$ cat src/design/assert_macros.svh
// assertion macros shared by the rotation block
`ifndef ASSERT_MACROS_SVH
`define ASSERT_MACROS_SVH

// same-cycle implication, sampled on clk, off during reset
`define AR3D_ASSERT_IMP(label, ante, cons) \
    label: assert property (@(posedge clk) disable iff (!rst_n) (ante) |-> (cons)) \
        else $error("ar3d assertion failed");

// next-cycle implication, sampled on clk, off during reset
`define AR3D_ASSERT_NXT(label, ante, cons) \
    label: assert property (@(posedge clk) disable iff (!rst_n) (ante) |=> (cons)) \
        else $error("ar3d assertion failed");

`endif

$ cat src/design/ar3d_pkg.sv
// types, constants and arctangent table for the axis rotation block
package ar3d_pkg;

    localparam int COORD_WIDTH      = 32;
    localparam int ANGLE_WIDTH      = 16;
    localparam int CORDIC_STEPS_DEF = 16;
    localparam int BAM_W            = 32;
    localparam int TRIG_W           = 32;
    localparam int TRIG_FRAC        = 30;
    localparam int ANG_W            = BAM_W + 1;

    typedef logic signed [COORD_WIDTH-1:0] coord_t;
    typedef logic signed [TRIG_W-1:0]      trig_t;
    typedef logic signed [ANG_W-1:0]       ang_t;

    localparam trig_t  INV_GAIN  = TRIG_W'(652032874);
    localparam coord_t COORD_MAX = {1'b0, {(COORD_WIDTH-1){1'b1}}};
    localparam coord_t COORD_MIN = {1'b1, {(COORD_WIDTH-1){1'b0}}};

    localparam logic [1:0] AXIS_X = 2'd0;
    localparam logic [1:0] AXIS_Y = 2'd1;
    localparam logic [1:0] AXIS_Z = 2'd2;

    localparam logic [1:0] QUAD_I   = 2'd0;
    localparam logic [1:0] QUAD_II  = 2'd1;
    localparam logic [1:0] QUAD_III = 2'd2;

    typedef struct packed {
        logic [1:0]             func;
        coord_t                 x_in;
        coord_t                 y_in;
        coord_t                 z_in;
        logic [ANGLE_WIDTH-1:0] angle;
    } req_t;

    typedef struct packed {
        coord_t x_out;
        coord_t y_out;
        coord_t z_out;
    } rsp_t;

    typedef struct packed {
        logic [1:0] func;
        coord_t     x;
        coord_t     y;
        coord_t     z;
    } pass_t;

    typedef struct packed {
        trig_t      cx;
        trig_t      cy;
        ang_t       cz;
        logic [1:0] quad;
        pass_t      pass;
    } cell_t;

    function automatic ang_t atan_val(input logic [4:0] idx);
        ang_t v;
        case (idx)
            5'd0:    v = ANG_W'(536870912);
            5'd1:    v = ANG_W'(316933406);
            5'd2:    v = ANG_W'(167458907);
            5'd3:    v = ANG_W'(85004756);
            5'd4:    v = ANG_W'(42667331);
            5'd5:    v = ANG_W'(21354465);
            5'd6:    v = ANG_W'(10679838);
            5'd7:    v = ANG_W'(5340245);
            5'd8:    v = ANG_W'(2670163);
            5'd9:    v = ANG_W'(1335087);
            5'd10:   v = ANG_W'(667544);
            5'd11:   v = ANG_W'(333772);
            5'd12:   v = ANG_W'(166886);
            5'd13:   v = ANG_W'(83443);
            5'd14:   v = ANG_W'(41722);
            5'd15:   v = ANG_W'(20861);
            5'd16:   v = ANG_W'(10430);
            5'd17:   v = ANG_W'(5215);
            5'd18:   v = ANG_W'(2608);
            5'd19:   v = ANG_W'(1304);
            5'd20:   v = ANG_W'(652);
            5'd21:   v = ANG_W'(326);
            5'd22:   v = ANG_W'(163);
            5'd23:   v = ANG_W'(81);
            5'd24:   v = ANG_W'(41);
            5'd25:   v = ANG_W'(20);
            5'd26:   v = ANG_W'(10);
            5'd27:   v = ANG_W'(5);
            5'd28:   v = ANG_W'(3);
            5'd29:   v = ANG_W'(1);
            5'd30:   v = ANG_W'(1);
            default: v = '0;
        endcase
        return v;
    endfunction

endpackage

$ cat src/design/ar3d_skid.sv
// two-entry output register with skid slot
`include "assert_macros.svh"

module ar3d_skid
    import ar3d_pkg::*;
(
    input  logic clk,
    input  logic rst_n,
    input  logic up_valid,
    input  rsp_t up,
    output logic full,
    output logic dn_valid,
    output rsp_t dn,
    input  logic dn_stall
);

    logic dn_valid_reg;
    logic dn_valid_next;
    logic skid_valid_reg;
    logic skid_valid_next;
    rsp_t dn_reg;
    rsp_t skid_reg;
    logic take_up;
    logic dn_free;

    assign take_up = up_valid && !skid_valid_reg;
    assign dn_free = !dn_valid_reg || !dn_stall;

    always_comb
    begin
        dn_valid_next   = dn_valid_reg;
        skid_valid_next = skid_valid_reg;
        if (dn_free)
        begin
            if (skid_valid_reg)
            begin
                dn_valid_next   = 1'b1;
                skid_valid_next = 1'b0;
            end
            else
            begin
                dn_valid_next = take_up;
            end
        end
        else if (take_up)
        begin
            skid_valid_next = 1'b1;
        end
    end

    always_ff @(posedge clk or negedge rst_n)
    begin
        if (!rst_n)
        begin
            dn_valid_reg   <= 1'b0;
            skid_valid_reg <= 1'b0;
        end
        else
        begin
            dn_valid_reg   <= dn_valid_next;
            skid_valid_reg <= skid_valid_next;
        end
    end

    always_ff @(posedge clk)
    begin
        if (dn_free)
        begin
            if (skid_valid_reg)
            begin
                dn_reg <= skid_reg;
            end
            else if (take_up)
            begin
                dn_reg <= up;
            end
        end
        else if (take_up)
        begin
            skid_reg <= up;
        end
    end

    assign full     = skid_valid_reg;
    assign dn_valid = dn_valid_reg;
    assign dn       = dn_reg;

    `AR3D_ASSERT_IMP(a_full_has_out, full, dn_valid)
    `AR3D_ASSERT_NXT(a_skid_drains, full && !dn_stall, !full && dn_valid)
    `AR3D_ASSERT_NXT(a_skid_fills, dn_valid && dn_stall && up_valid && !full, full && dn_valid)

endmodule

$ cat config.mk
export PLATFORM = sky130hd
export DESIGN_NAME = ar3d_skid
export DESIGN_NICKNAME = d
export VERILOG_FILES = /design/src/design/ar3d_pkg.sv /design/src/design/ar3d_skid.sv
export VERILOG_INCLUDE_DIRS = /design/src /design/src/design
export SDC_FILE = /design/constraint.sdc
export NUM_CORES = 1
export LEC_CHECK = 0
export ABC_AREA = 1
export BUFFER_PORTS_ARGS = -buffer_cell sky130_fd_sc_hd__buf_2
export CELL_PAD_IN_SITES_DETAIL_PLACEMENT = 0
export CELL_PAD_IN_SITES_GLOBAL_PLACEMENT = 1
export CORE_MARGIN = 2
export CORE_UTILIZATION = 30
export CTS_CLUSTER_SIZE = 16
export DETAILED_ROUTE_END_ITERATION = 6
export GPL_ROUTABILITY_DRIVEN = 0
export PLACE_DENSITY_LB_ADDON = 0.1
export SETUP_SLACK_MARGIN = 0.1
export SLEW_MARGIN = 20
export SYNTH_ARGS = -nofsm -noshare
export SYNTH_HDL_FRONTEND = slang
export SYNTH_SLANG_ARGS = --single-unit
export TNS_END_PERCENT = 5
$ cat constraint.sdc
create_clock -name clk -period 7.05 [get_ports clk]
set_input_delay 1.41 -clock clk [delete_from_list [all_inputs] [get_ports clk]]
set_output_delay 1.41 -clock clk [all_outputs]
set_load 0.005 [all_outputs]
Word-level counts from Yosys, hierarchy flattened

Cells that the tools add are included.

Register bits: 194
Input port bits: 100
Output and inout bits: 98
Word-level logic and storage cells: 23

Muxes and demuxes: 5
Bitwise gates (word level): 1
Reduce and logical (&&, ||, !) cells: 9

Operators by type and width:

| cell                | number |
|---|---|
| 96-bit 2-to-1 mux   | 2 |
| 2-bit AND reduction | 2 |
| 2-bit nonzero test  | 2 |
| 1-bit logical NOT   | 3 |
| 1-bit 2-to-1 mux    | 3 |
| 1-bit logical AND   | 1 |
| 1-bit logical OR    | 1 |
| 1-bit inverter      | 1 |

Logic depth before layout (Yosys ltp)

Depth in word-level cells: 4
Gate-level depth with buffers: 6
Gate-level depth less buffers: 3

Worst setup path before layout

No wires, ideal clock.

Path kind: in2reg
From: input dn_stall
To: register dn_reg, in the netlist dn[0] (enable)
Library setup time: 554 ps
Data arrival time: 5591 ps
Required time: 6496 ps
Path slack: 906 ps
Cell stages on the path: 3
Path buffers: 0
Cells stage by stage: nand2_1 inv_1 nor2_1

Cells in the longest elaborated chain, start to end: 3

RTL lines:

| element                              | RTL line        | RTL |
|---|---|---|
| from (decl)                          | ar3d_skid.sv:14 | `input logic dn_stall` |
| 1-bit logical NOT                    | ar3d_skid.sv:27 | `assign dn_free = !dn_valid_reg \|\| !dn_stall;` |
| 1-bit logical OR                     | ar3d_skid.sv:27 |  |
| 2-bit AND reduction (no source line) | --              |  |
| to (signal assigned)                 | ar3d_skid.sv:71 | `dn_reg <= skid_reg;` |
| to (signal assigned)                 | ar3d_skid.sv:75 | `dn_reg <= up;` |
| to (decl)                            | ar3d_skid.sv:21 | `rsp_t dn_reg;` |

No other way between the ends.
A chain may end at the register's enable or synchronous reset.

Worst setup path in the final report

From: register skid_valid_reg, in the netlist full
To: register skid_reg[76] (netlist name) (enable)

Cells in the longest elaborated chain, start to end: 3

RTL lines:

| element                              | RTL line        | RTL |
|---|---|---|
| from (decl)                          | ar3d_skid.sv:19 | `logic skid_valid_reg;` |
| from (signal assigned)               | ar3d_skid.sv:61 | `skid_valid_reg <= skid_valid_next;` |
| 1-bit logical NOT                    | ar3d_skid.sv:26 | `assign take_up = up_valid && !skid_valid_reg;` |
| 1-bit logical AND                    | ar3d_skid.sv:26 |  |
| 2-bit AND reduction (no source line) | --              |  |
| to (signal assigned)                 | ar3d_skid.sv:80 | `skid_reg <= up;` |
| to (decl)                            | ar3d_skid.sv:22 | `rsp_t skid_reg;` |

No other way between the ends.

==> flow_metrics.env <==
export IMPL_synth_top_area_cell="edfxtp_1"
export IMPL_io_pins=198
export IMPL_fillers=2276
export IMPL_min_period_ns=4.14
export IMPL_fp_row_count=56
export IMPL_criticalPathCategory="reg2reg"
export IMPL_p_leak_nw=3.80
export IMPL_wire_per_inst_um=15.3
export IMPL_ant_nets=0
export IMPL_grt_setup_unrepaired="no"
export IMPL_grt_max_degree=100
export IMPL_ctsResizeCount=0
export IMPL_finalMaxSlewViolations=0
export IMPL_die_w_um=158
export IMPL_peakVddDrop_v=0.000138
export IMPL_post_cts_buffers=0
export IMPL_cp_cell_sequence="buf_16 -> inv_4 -> nand2_1 -> nor2_4 -> buf_4"
export IMPL_dr_pass1_iters=4
export IMPL_numCtsBuffers=17
export IMPL_multi_input_comb_area_sq_um=1120
export IMPL_ys_seq_area_frac=0.822
export IMPL_max_slew_margin=0.298
export IMPL_fin_crit_sh=0.587
export IMPL_htree_levels=4
export IMPL_fmax_mhz=242
export IMPL_grt_overflow=0
export IMPL_tns_ns=0
export IMPL_clock_skew_ns=0.00877
export IMPL_vias_per_cell=4.16
export IMPL_cp_start_kind="flop"
export IMPL_drc=0
export IMPL_crit_required_ns=7.10
export IMPL_path_buf_inv=3
export IMPL_drive_above_1_share=0.325
export IMPL_grt_pass1_vias=4197
export IMPL_status="finished clean"
export IMPL_yosys_warnings=0
export IMPL_synth_area_per_cell_sq_um=13.8
export IMPL_max_stage_delay_ns=0.82
export IMPL_start_util=0.303
export IMPL_critPathSlowestCell="nor2_4"
export IMPL_tightest_slew_ns=1.05
export IMPL_stdcell_count=1044
export IMPL_dieArea_sq_um=24800
export IMPL_fp_dieH_um=158
export IMPL_dp_cells=1009
export IMPL_synth_nets=612
export IMPL_final_nets=810
export IMPL_ctsHoldBuffers=0
export IMPL_setup_viol=0
export IMPL_arrival_ns=4.19
export IMPL_drt_iter0_drc=263
export IMPL_port_buffers=197
export IMPL_clockBufferDepth=2
export IMPL_grt_antenna_before_repair=4
export IMPL_crit_family="buffers and inverters"
export IMPL_drv_cap=0
export IMPL_clock_sinks=194
export IMPL_end_kind="flop"
export IMPL_hpwl_um=9900
export IMPL_crit_fanout=97
export IMPL_netlist_cell_type_count=9
export IMPL_grt_usage=0.129
export IMPL_routed_wl_um=15900
export IMPL_ys_ff_latch=194
export IMPL_powerDensity_nw_per_um2=291
export IMPL_hold_viol_final=0
export IMPL_num_vias=4339
export IMPL_synthCells=512
export IMPL_clock_latency_ns=0.43
export IMPL_synthToLayoutAreaGrowth_pct=27.2
export IMPL_cts_tree="yes"
export IMPL_clk_pin_slew_ns=0.07
export IMPL_cts_root_buf="clkbuf_16"
export IMPL_synthTopCellsByArea="edfxtp_1 (81%), nand2_1 (15%), buf_2 (0.85%)"
export IMPL_synth_top_cell_area_share=0.815
export IMPL_grt_pass1_wl_um=23900
export IMPL_min_path_type="reg2reg"
export IMPL_fp_coreArea_sq_um=23300
export IMPL_syn_area_sq_um=7080
export IMPL_seqCellArea_sq_um=5820
## area by class of cell
class,instances,share of cell area
Antenna cell,2,0.000556
Clock buffer,17,0.0473
Clock inverter,15,0.0214
Inverter,2,0.00111
Multi-Input combinational cell,295,0.125
Sequential cell,194,0.646
Tap cell,319,0.0443
Timing Repair Buffer,200,0.114
## routing by layer
| layer | up-vias | global-route usage | part of all wire |
|---|---|---|---|
| met5 | - | 0 | 0.0013 |
| met4 | 4 | 0.0481 | 0.014 |
| met3 | 20 | 0.0405 | 0.071 |
| met2 | 152 | 0.188 | 0.43 |
| met1 | 2037 | 0.181 | 0.48 |
| li1 | 2126 | - | - |
## cell usage after synthesis
cell	n
nor2_1	4
buf_6	4
inv_1	1
nand2_1	291
dfrtp_1	2
inv_4	1
buf_2	12
buf_4	5
edfxtp_1	192
## worst paths after layout
path	from	end	slack [ns]	depth (start not counted)
hold / removal	skid_reg[67]	dn[67]	0.52	2
hold reg to reg	skid_reg[67]	dn[67]	0.52	2
min in group asynchronous	rst_n	full	0.76	1
max in group asynchronous	rst_n	full	6.19	1
setup / recovery	full	skid_reg[76]	2.91	5
setup reg to reg	full	skid_reg[76]	2.91	5
## metrics by stage
stage | worst slack, ns | power (W) | utilization | area, sq um | hold slack [ns]
after floorplan | 0.906 | 0.00152 | - | 7080 | 0.491
after global placement | 2.87 | 0.00163 | 0.358 | 8350 | 0.503
after detailed placement | 2.79 | 0.00164 | 0.358 | 8350 | 0.504
after CTS | 2.77 | 0.00266 | 0.384 | 8970 | 0.518
after global routing | 2.60 | 0.00274 | 0.386 | 9000 | 0.534
final | 2.91 | 0.00262 | 0.386 | 9000 | 0.518
## logic make-up (layout without fill, tap and decap cells)
kind of cell           after synthesis  after routing  synth area share
AND/OR/NAND/NOR                    295            295             0.156
buffers and inverters               23            234            0.0216
other                                0              2                 0
flip-flops                         194            194             0.822
## where the power goes
group | internal, W | total (W) | switching, W
Sequential | 0.00137 | 0.00139 | 0.0000260
Combinational | 0.0000783 | 0.000212 | 0.000134
Clock | 0.000571 | 0.00102 | 0.000445
## cell usage in the layout (no fill, tap or decap), types with 2 or more instances in the layout
cell type,n
nor2_1,2
clkbuf_16,17
inv_6,5
buf_2,197
nand2_1,291
diode_2,2
buf_4,2
bufinv_16,3
nor2_4,2
inv_8,3
edfxtp_1,192
## worst register-to-register path, cell delays in order, from the launching register on
cell     delay (ns)
dfrtp_4        0.65
buf_16         0.26
inv_4          0.89
nand2_1        0.28
nor2_4         0.82
buf_4          0.80
(Power assumes the default switching activity.)
