===== src/design/assert_macros.svh =====
// assertion macros shared by the rotation block
`ifndef ASSERT_MACROS_SVH
`define ASSERT_MACROS_SVH

// same-cycle implication, sampled on clk, off during reset
`define AR3D_ASSERT_IMP(label, ante, cons) \
    label: assert property (@(posedge clk) disable iff (!rst_n) (ante) |-> (cons)) \
        else $error("ar3d assertion failed");

// next-cycle implication, sampled on clk, off during reset
`define AR3D_ASSERT_NXT(label, ante, cons) \
    label: assert property (@(posedge clk) disable iff (!rst_n) (ante) |=> (cons)) \
        else $error("ar3d assertion failed");

`endif


===== src/design/ar3d_pkg.sv =====
// types, constants and arctangent table for the axis rotation block
package ar3d_pkg;

    localparam int COORD_WIDTH      = 32;
    localparam int ANGLE_WIDTH      = 16;
    localparam int CORDIC_STEPS_DEF = 16;
    localparam int BAM_W            = 32;
    localparam int TRIG_W           = 32;
    localparam int TRIG_FRAC        = 30;
    localparam int ANG_W            = BAM_W + 1;

    typedef logic signed [COORD_WIDTH-1:0] coord_t;
    typedef logic signed [TRIG_W-1:0]      trig_t;
    typedef logic signed [ANG_W-1:0]       ang_t;

    localparam trig_t  INV_GAIN  = TRIG_W'(652032874);
    localparam coord_t COORD_MAX = {1'b0, {(COORD_WIDTH-1){1'b1}}};
    localparam coord_t COORD_MIN = {1'b1, {(COORD_WIDTH-1){1'b0}}};

    localparam logic [1:0] AXIS_X = 2'd0;
    localparam logic [1:0] AXIS_Y = 2'd1;
    localparam logic [1:0] AXIS_Z = 2'd2;

    localparam logic [1:0] QUAD_I   = 2'd0;
    localparam logic [1:0] QUAD_II  = 2'd1;
    localparam logic [1:0] QUAD_III = 2'd2;

    typedef struct packed {
        logic [1:0]             func;
        coord_t                 x_in;
        coord_t                 y_in;
        coord_t                 z_in;
        logic [ANGLE_WIDTH-1:0] angle;
    } req_t;

    typedef struct packed {
        coord_t x_out;
        coord_t y_out;
        coord_t z_out;
    } rsp_t;

    typedef struct packed {
        logic [1:0] func;
        coord_t     x;
        coord_t     y;
        coord_t     z;
    } pass_t;

    typedef struct packed {
        trig_t      cx;
        trig_t      cy;
        ang_t       cz;
        logic [1:0] quad;
        pass_t      pass;
    } cell_t;

    function automatic ang_t atan_val(input logic [4:0] idx);
        ang_t v;
        case (idx)
            5'd0:    v = ANG_W'(536870912);
            5'd1:    v = ANG_W'(316933406);
            5'd2:    v = ANG_W'(167458907);
            5'd3:    v = ANG_W'(85004756);
            5'd4:    v = ANG_W'(42667331);
            5'd5:    v = ANG_W'(21354465);
            5'd6:    v = ANG_W'(10679838);
            5'd7:    v = ANG_W'(5340245);
            5'd8:    v = ANG_W'(2670163);
            5'd9:    v = ANG_W'(1335087);
            5'd10:   v = ANG_W'(667544);
            5'd11:   v = ANG_W'(333772);
            5'd12:   v = ANG_W'(166886);
            5'd13:   v = ANG_W'(83443);
            5'd14:   v = ANG_W'(41722);
            5'd15:   v = ANG_W'(20861);
            5'd16:   v = ANG_W'(10430);
            5'd17:   v = ANG_W'(5215);
            5'd18:   v = ANG_W'(2608);
            5'd19:   v = ANG_W'(1304);
            5'd20:   v = ANG_W'(652);
            5'd21:   v = ANG_W'(326);
            5'd22:   v = ANG_W'(163);
            5'd23:   v = ANG_W'(81);
            5'd24:   v = ANG_W'(41);
            5'd25:   v = ANG_W'(20);
            5'd26:   v = ANG_W'(10);
            5'd27:   v = ANG_W'(5);
            5'd28:   v = ANG_W'(3);
            5'd29:   v = ANG_W'(1);
            5'd30:   v = ANG_W'(1);
            default: v = '0;
        endcase
        return v;
    endfunction

endpackage


===== src/design/ar3d_cordic_cell.sv =====
// one cordic micro-rotation cell of the sine/cosine chain
module ar3d_cordic_cell
    import ar3d_pkg::*;
#(
    parameter int unsigned STEP = 0
)
(
    input  logic  clk,
    input  logic  rst_n,
    input  logic  en,
    input  logic  src_valid,
    input  cell_t src,
    output logic  dst_valid,
    output cell_t dst
);

    cell_t dst_reg;
    cell_t dst_next;
    logic  valid_reg;
    trig_t dx;
    trig_t dy;
    ang_t  step_ang;

    assign dx       = src.cy >>> STEP;
    assign dy       = src.cx >>> STEP;
    assign step_ang = atan_val(5'(STEP));

    always_comb
    begin
        dst_next = src;
        if (!src.cz[ANG_W-1])
        begin
            dst_next.cx = src.cx - dx;
            dst_next.cy = src.cy + dy;
            dst_next.cz = src.cz - step_ang;
        end
        else
        begin
            dst_next.cx = src.cx + dx;
            dst_next.cy = src.cy - dy;
            dst_next.cz = src.cz + step_ang;
        end
    end

    always_ff @(posedge clk or negedge rst_n)
    begin
        if (!rst_n)
        begin
            valid_reg <= 1'b0;
        end
        else if (en)
        begin
            valid_reg <= src_valid;
        end
    end

    always_ff @(posedge clk)
    begin
        if (en)
        begin
            dst_reg <= dst_next;
        end
    end

    assign dst_valid = valid_reg;
    assign dst       = dst_reg;

endmodule


===== config.mk =====
export PLATFORM = sky130hd
export DESIGN_NAME = ar3d_cordic_cell
export DESIGN_NICKNAME = d
export VERILOG_FILES = /design/src/design/assert_macros.svh /design/src/design/ar3d_pkg.sv /design/src/design/ar3d_cordic_cell.sv
export SDC_FILE = /design/constraint.sdc
export NUM_CORES = 1
export LEC_CHECK = 0
export BUFFER_PORTS_ARGS = -buffer_cell sky130_fd_sc_hd__buf_4
export CORE_AREA = 2 2 156 158
export DETAILED_ROUTE_END_ITERATION = 6
export DIE_AREA = 0 0 158 160
export PLACE_DENSITY = 0.81
export SLEW_MARGIN = 15
export SYNTH_ARGS = -nofsm -noshare
export SYNTH_HDL_FRONTEND = slang
export SYNTH_SLANG_ARGS = --single-unit

===== constraint.sdc =====
create_clock -name clk -period 1.1 [get_ports clk]
set_input_delay 0.165 -clock clk [delete_from_list [all_inputs] [get_ports clk]]
set_output_delay 0.165 -clock clk [all_outputs]
set_load 0.02 [all_outputs]

==> results by group, run 1 <==
Status
  – Status: aborted with a tool error
  – Halt point of the flow: 5_1_grt
  – Tool Error: [ERROR GRT-0232] Routing congestion too high. Check the congestion heatmap in the GUI.

Yosys
  – Asr flop ratio synth: 0.005076
  – Synth Area in Simple Gates: 0.08877
  – Largest cells by area after synthesis: edfxtp_1 (52%), ha_1 (11%), a21oi_1 (4.9%)
  – Synth Area per Inst: 11.20 um^2
  – Syn Inst Count: 1,016
  – Syn Nets: 1,317
  – Post-synthesis adder-cell area fraction: 0.1126
  – Synth Warn #: 0
  – #FFs+latches synth: 197
  – Sequential area share after synthesis: 0.5196
  – Leading area contributor after synthesis: edfxtp_1
  – Count of cell types in the netlist: 74
  – Syn Std Cell Area: 11,370 um^2
  – Largest family of logic cells by synthesized area: compound AO/OA/AOI/OAI gates
  – Complex-gate fraction of the synthesized area: 0.1742
  – Post-synth top area share: 0.5174
  – Cell with the most instances after synthesis: edfxtp_1
  – Post-synth top flop: edfxtp_1
  – Post-synth EDFFs: 196
  – Commonest cells in the netlist: edfxtp_1 (196), a21oi_1 (111), ha_1 (96), inv_1 (92), nor2_1 (88)
  – XOR/XNOR Fraction of Synth Area: 0.04774
  – Multiplexer area fraction after synthesis: 0.009790

Placed design
  – Port Buf Inserts: 398
  – Placed Area: 17,690 um^2
  – GP Congestion: 0.9988
  – Hpwl dp: 38.31 mm
  – Dpl cells: 2,025

GRT
  – Gr usage total: 0.7815
  – Initial antenna violation count: 21
  – Total global routing overflow: 38
  – Pin count of the biggest net entering global routing: 41

Floorplan
  – I/O pin count: 399
  – Chip height: 160 um
  – Initial Utilization: 0.4775
  – Rows: 57
  – Die width: 158 um

Clock network
  – CTS max path bufs: 2
  – Depth of the CTS H-tree: 4
  – Clock sink count: 197
  – Clock Tree Root: clkbuf_16
  – Cts bufs inserted: 17

STA
  – Worst endpoint pin kind: register data pin
  – Worst_ep grt: dst[164]$_DFFE_PP_/D
-- routing by layer --
metal,GRT overflow,track usage
met1,0,0.7888
met2,21,0.9136
met3,0,0.6605
met4,17,0.7793
met5,0,0.2698
-- per-stage QoR --
| step | utilization | setup TNS, ns | setup slack (ns) | hold slack [ns] |
|---|---|---|---|---|
| after floorplan | - | -53.65 | -1.460 | -0.1306 |
| after global placement | 0.7428 | -82.51 | -1.752 | -0.05929 |
| after detailed placement | 0.7428 | -84.10 | -1.777 | -0.05892 |
| after CTS | 0.8902 | -64.72 | -1.183 | 0.01977 |
-- kinds of logic after synthesis --
family	count (synthesis)
XOR/XNOR	62
AND/OR/NAND/NOR	212
multiplexers	11
adder cells (fa/ha/maj)	100
AO/OA/AOI/OAI	299
flip-flops	197
buffers and inverters	135
-- repair_timing --
action                                  in CTS
setup buffers                               36
endpoints found under the setup margin     257
hold endpoints to repair                   131
resized for setup                          345
pin swaps                                   92
hold buffers                               131
==> run 2: changes to the inputs <==
--- a/config.mk
+++ b/config.mk
@@ -6,10 +6,9 @@
 export NUM_CORES = 1
 export LEC_CHECK = 0
 export BUFFER_PORTS_ARGS = -buffer_cell sky130_fd_sc_hd__buf_4
-export CORE_AREA = 2 2 156 158
+export CORE_UTILIZATION = 40
 export DETAILED_ROUTE_END_ITERATION = 6
-export DIE_AREA = 0 0 158 160
-export PLACE_DENSITY = 0.81
+export PLACE_DENSITY_LB_ADDON = 0.15
 export SLEW_MARGIN = 15
 export SYNTH_ARGS = -nofsm -noshare
 export SYNTH_HDL_FRONTEND = slang
==> results by group, run 2 <==
Floorplan
  – Rows: 61
  – Die footprint: 29,110 um^2
  – I/O pin count: 399
  – Die width: 170.6 um
  – Chip height: 170.6 um
  – Initial Utilization: 0.4083
  – Core box area: 27,860 um^2

Yosys
  – Largest cells by area after synthesis: edfxtp_1 (52%), ha_1 (11%), a21oi_1 (4.9%)
  – Post-synth EDFFs: 196
  – Syn Inst Count: 1,016
  – #FFs+latches synth: 197
  – Count of cell types in the netlist: 74
  – Synth Area per Inst: 11.20 um^2
  – Commonest cells in the netlist: edfxtp_1 (196), a21oi_1 (111), ha_1 (96), inv_1 (92), nor2_1 (88)
  – Post-synth top area share: 0.5174
  – Syn Nets: 1,317
  – Leading area contributor after synthesis: edfxtp_1
  – Post-synth top flop: edfxtp_1
  – Syn Std Cell Area: 11,370 um^2
  – Synth Warn #: 0
  – Sequential area share after synthesis: 0.5196
  – Cell with the most instances after synthesis: edfxtp_1
  – Asr flop ratio synth: 0.005076

Critical path
  – Worst flop-to-flop path endpoint: dst_valid
  – Worst EP required: 1.29 ns
  – Critical Path Fanout Max: 4
  – Crit path from: src[134]
  – Worst Setup End Kind: flip-flop
  – CP Launch Type: input port
  – CP arrival: 2.64 ns
  – R2R depth: 1
  – Crit path to: dst[195]
  – CP Class: in2reg
  – R2R Setup Slk: 0.30 ns
  – Reg-to-reg startpoint: dst_valid

Cells and area
  – Commonest non-fill, non-tap cell in the layout: buf_4
  – Core Util, Final: 0.7949
  – # nets final: 2,207
  – Area added between synthesis and finish: 94.69%
  – Most frequent cells in the layout: buf_4 (514), buf_6 (242), edfxtp_1 (196)
  – Multi-input gate area: 6339 um^2
  – Flip-flop and latch area: 5911 um^2
  – Number of flip-flops under the largest register name: 196
  – # fillers: 1,653
  – Share of layout cells above drive strength 1: 0.5425

Status
  – Status: finished, violations left
  – Failing checks: setup timing

STA
  – Rel. slew slack: 0.5978
  – Final Cycle Share: 2.225
  – Setup Skew: 0 ns
  – Fin crit period: 2.448 ns
  – RSZ-0062 raised after global routing: true
  – Setup Viol. Count Final: 258
  – Worst Max-Slew Pin Slew: 0.5955 ns
  – Final hold vios: 0
  – Fmax: 408.6 MHz
  – Fin. max-slew vios: 0
  – Slack of the critical path: -1.348 ns

Detailed routing
  – Routed Antenna Nets: 0
  – Final Routed Wirelength: 56.57 mm
  – Number of vias per cell: 5.378
  – DR WL/cell: 24.44 um
  – Detailed Route Iter0 Violations: 1,033
  – Vias: 12,450
  – First-pass detailed-route iteration total: 5
  – DRC Markers: 0

Placed design
  – Port Buf Inserts: 398
  – Hpwl dp: 36.65 mm
  – GP Congestion: 0.9197
  – Pre-CTS WS: -1.839 ns

Clock network
  – Depth of the CTS H-tree: 4
  – Clock transition at path regs: 0.07 ns
  – Clock sink count: 197
  – Clock Tree Root: clkbuf_16
  – CTS tree: yes
  – CTS max path bufs: 2
  – Skew-Pair Late Insertion Delay: 0.45 ns
  – Cts bufs inserted: 17

Power
  – Leakage: 9.708 nW
  – Max VDD drop: 0.001091 V
  – Pwr per Cell Area: 1241 nW/um^2

GRT
  – Initial antenna violation count: 14
  – Gr usage total: 0.3450
  – Pin count of the biggest net entering global routing: 32
  – Total global routing overflow: 0
  – First-pass GRT wire length: 73.91 mm
  – Vias in the first global route: 12,340

Flow run
  – Max Cap Viol: 0

Min path
  – Min-delay worst type: in2async
run 2: cell counts after synthesis:
No cell type changed its count.
run 2: routing by layer:
metal / GRT usage / up-vias / part of all wire
met3: 0.05089 / 184 / 0.073
met5: 0 / - / 0.00023
met2: 0.6048 / 651 / 0.50
met1: 0.4116 / 6100 / 0.37
li1: - / 5512 / -
met4: 0.1727 / 2 / 0.054
run 2: worst min-delay path by stage:
| stage | start | cells past startpoint | endpoint | slack [ns] |
|---|---|---|---|---|
| after floorplan | rst_n | 0 | dst_valid | -0.13 |
| after global placement | rst_n | 1 | dst_valid | -0.06 |
| after detailed placement | rst_n | 1 | dst_valid | -0.06 |
| after CTS | rst_n | 2 | dst_valid | 0.04 |
| after global routing | rst_n | 2 | dst_valid | 0.04 |
| final | rst_n | 2 | dst_valid | 0.04 |
run 2: report_power, final:
group	switching [W]	leakage, nW	total (W)	internal (W)
Sequential	0.000526	1.93	0.00983	0.00930
Clock	0.00352	0.289	0.00679	0.00327
Combinational	0.00543	7.49	0.0109	0.00544
run 2: worst max-delay path: stages:
cell,delay [ns]
buf_6,0.11
buf_6,0.12
fa_2,0.39
nor2b_4,0.15
o211ai_1,0.15
buf_4,0.16
a21oi_4,0.08
a211oi_2,0.26
buf_4,0.18
a21oi_4,0.07
nand3_2,0.09
nand4b_1,0.26
a31oi_2,0.29
xnor2_1,0.13
run 2: cell type report:
| type | instances | share of cell area |
|---|---|---|
| diodes | 18 | 0.002034 |
| clock buffers | 17 | 0.01921 |
| clock inverters | 15 | 0.008249 |
| inverters | 95 | 0.01989 |
| multi-input cells | 684 | 0.2862 |
| flip-flops and latches | 197 | 0.2669 |
| well taps | 378 | 0.02136 |
| repair buffers | 911 | 0.3761 |
run 2: through the flow:
stage	cells	cell area (um^2)	hold slack (ns)	power (W)	TNS (ns)
after floorplan	1016	11990	-0.1306	0.01361	-53.65
after global placement	2079	17800	-0.05801	0.01803	-83.81
after detailed placement	2079	17800	-0.05720	0.01811	-84.30
after CTS	2272	21440	0.04213	0.02620	-59.39
after global routing	2313	22140	0.03624	0.02823	-77.75
final	2315	22150	0.04413	0.02748	-71.59
run 2: cell families (layout without fill, tap and decap cells):
| group | after synthesis | after routing | share of synthesized area |
|---|---|---|---|
| multiplexers | 11 | 11 | 0.009790 |
| AO/OA/AOI/OAI | 299 | 299 | 0.1742 |
| XOR/XNOR | 62 | 62 | 0.04774 |
| adder cells (fa/ha/maj) | 100 | 100 | 0.1126 |
| other | 0 | 18 | 0 |
| flip-flops | 197 | 197 | 0.5196 |
| buffers and inverters | 135 | 1038 | 0.04719 |
| AND/OR/NAND/NOR | 212 | 212 | 0.08877 |
run 2: what timing repair did:
| action | CTS | global route |
|---|---|---|
| hold buffers | 131 | 0 |
| setup endpoints to repair | 257 | 258 |
| setup buffers | 39 | 32 |
| pin swaps | 110 | 93 |
| hold endpoints to repair | 131 | 0 |
| gates resized for setup | 367 | 101 |
(Power assumes the default switching activity.)
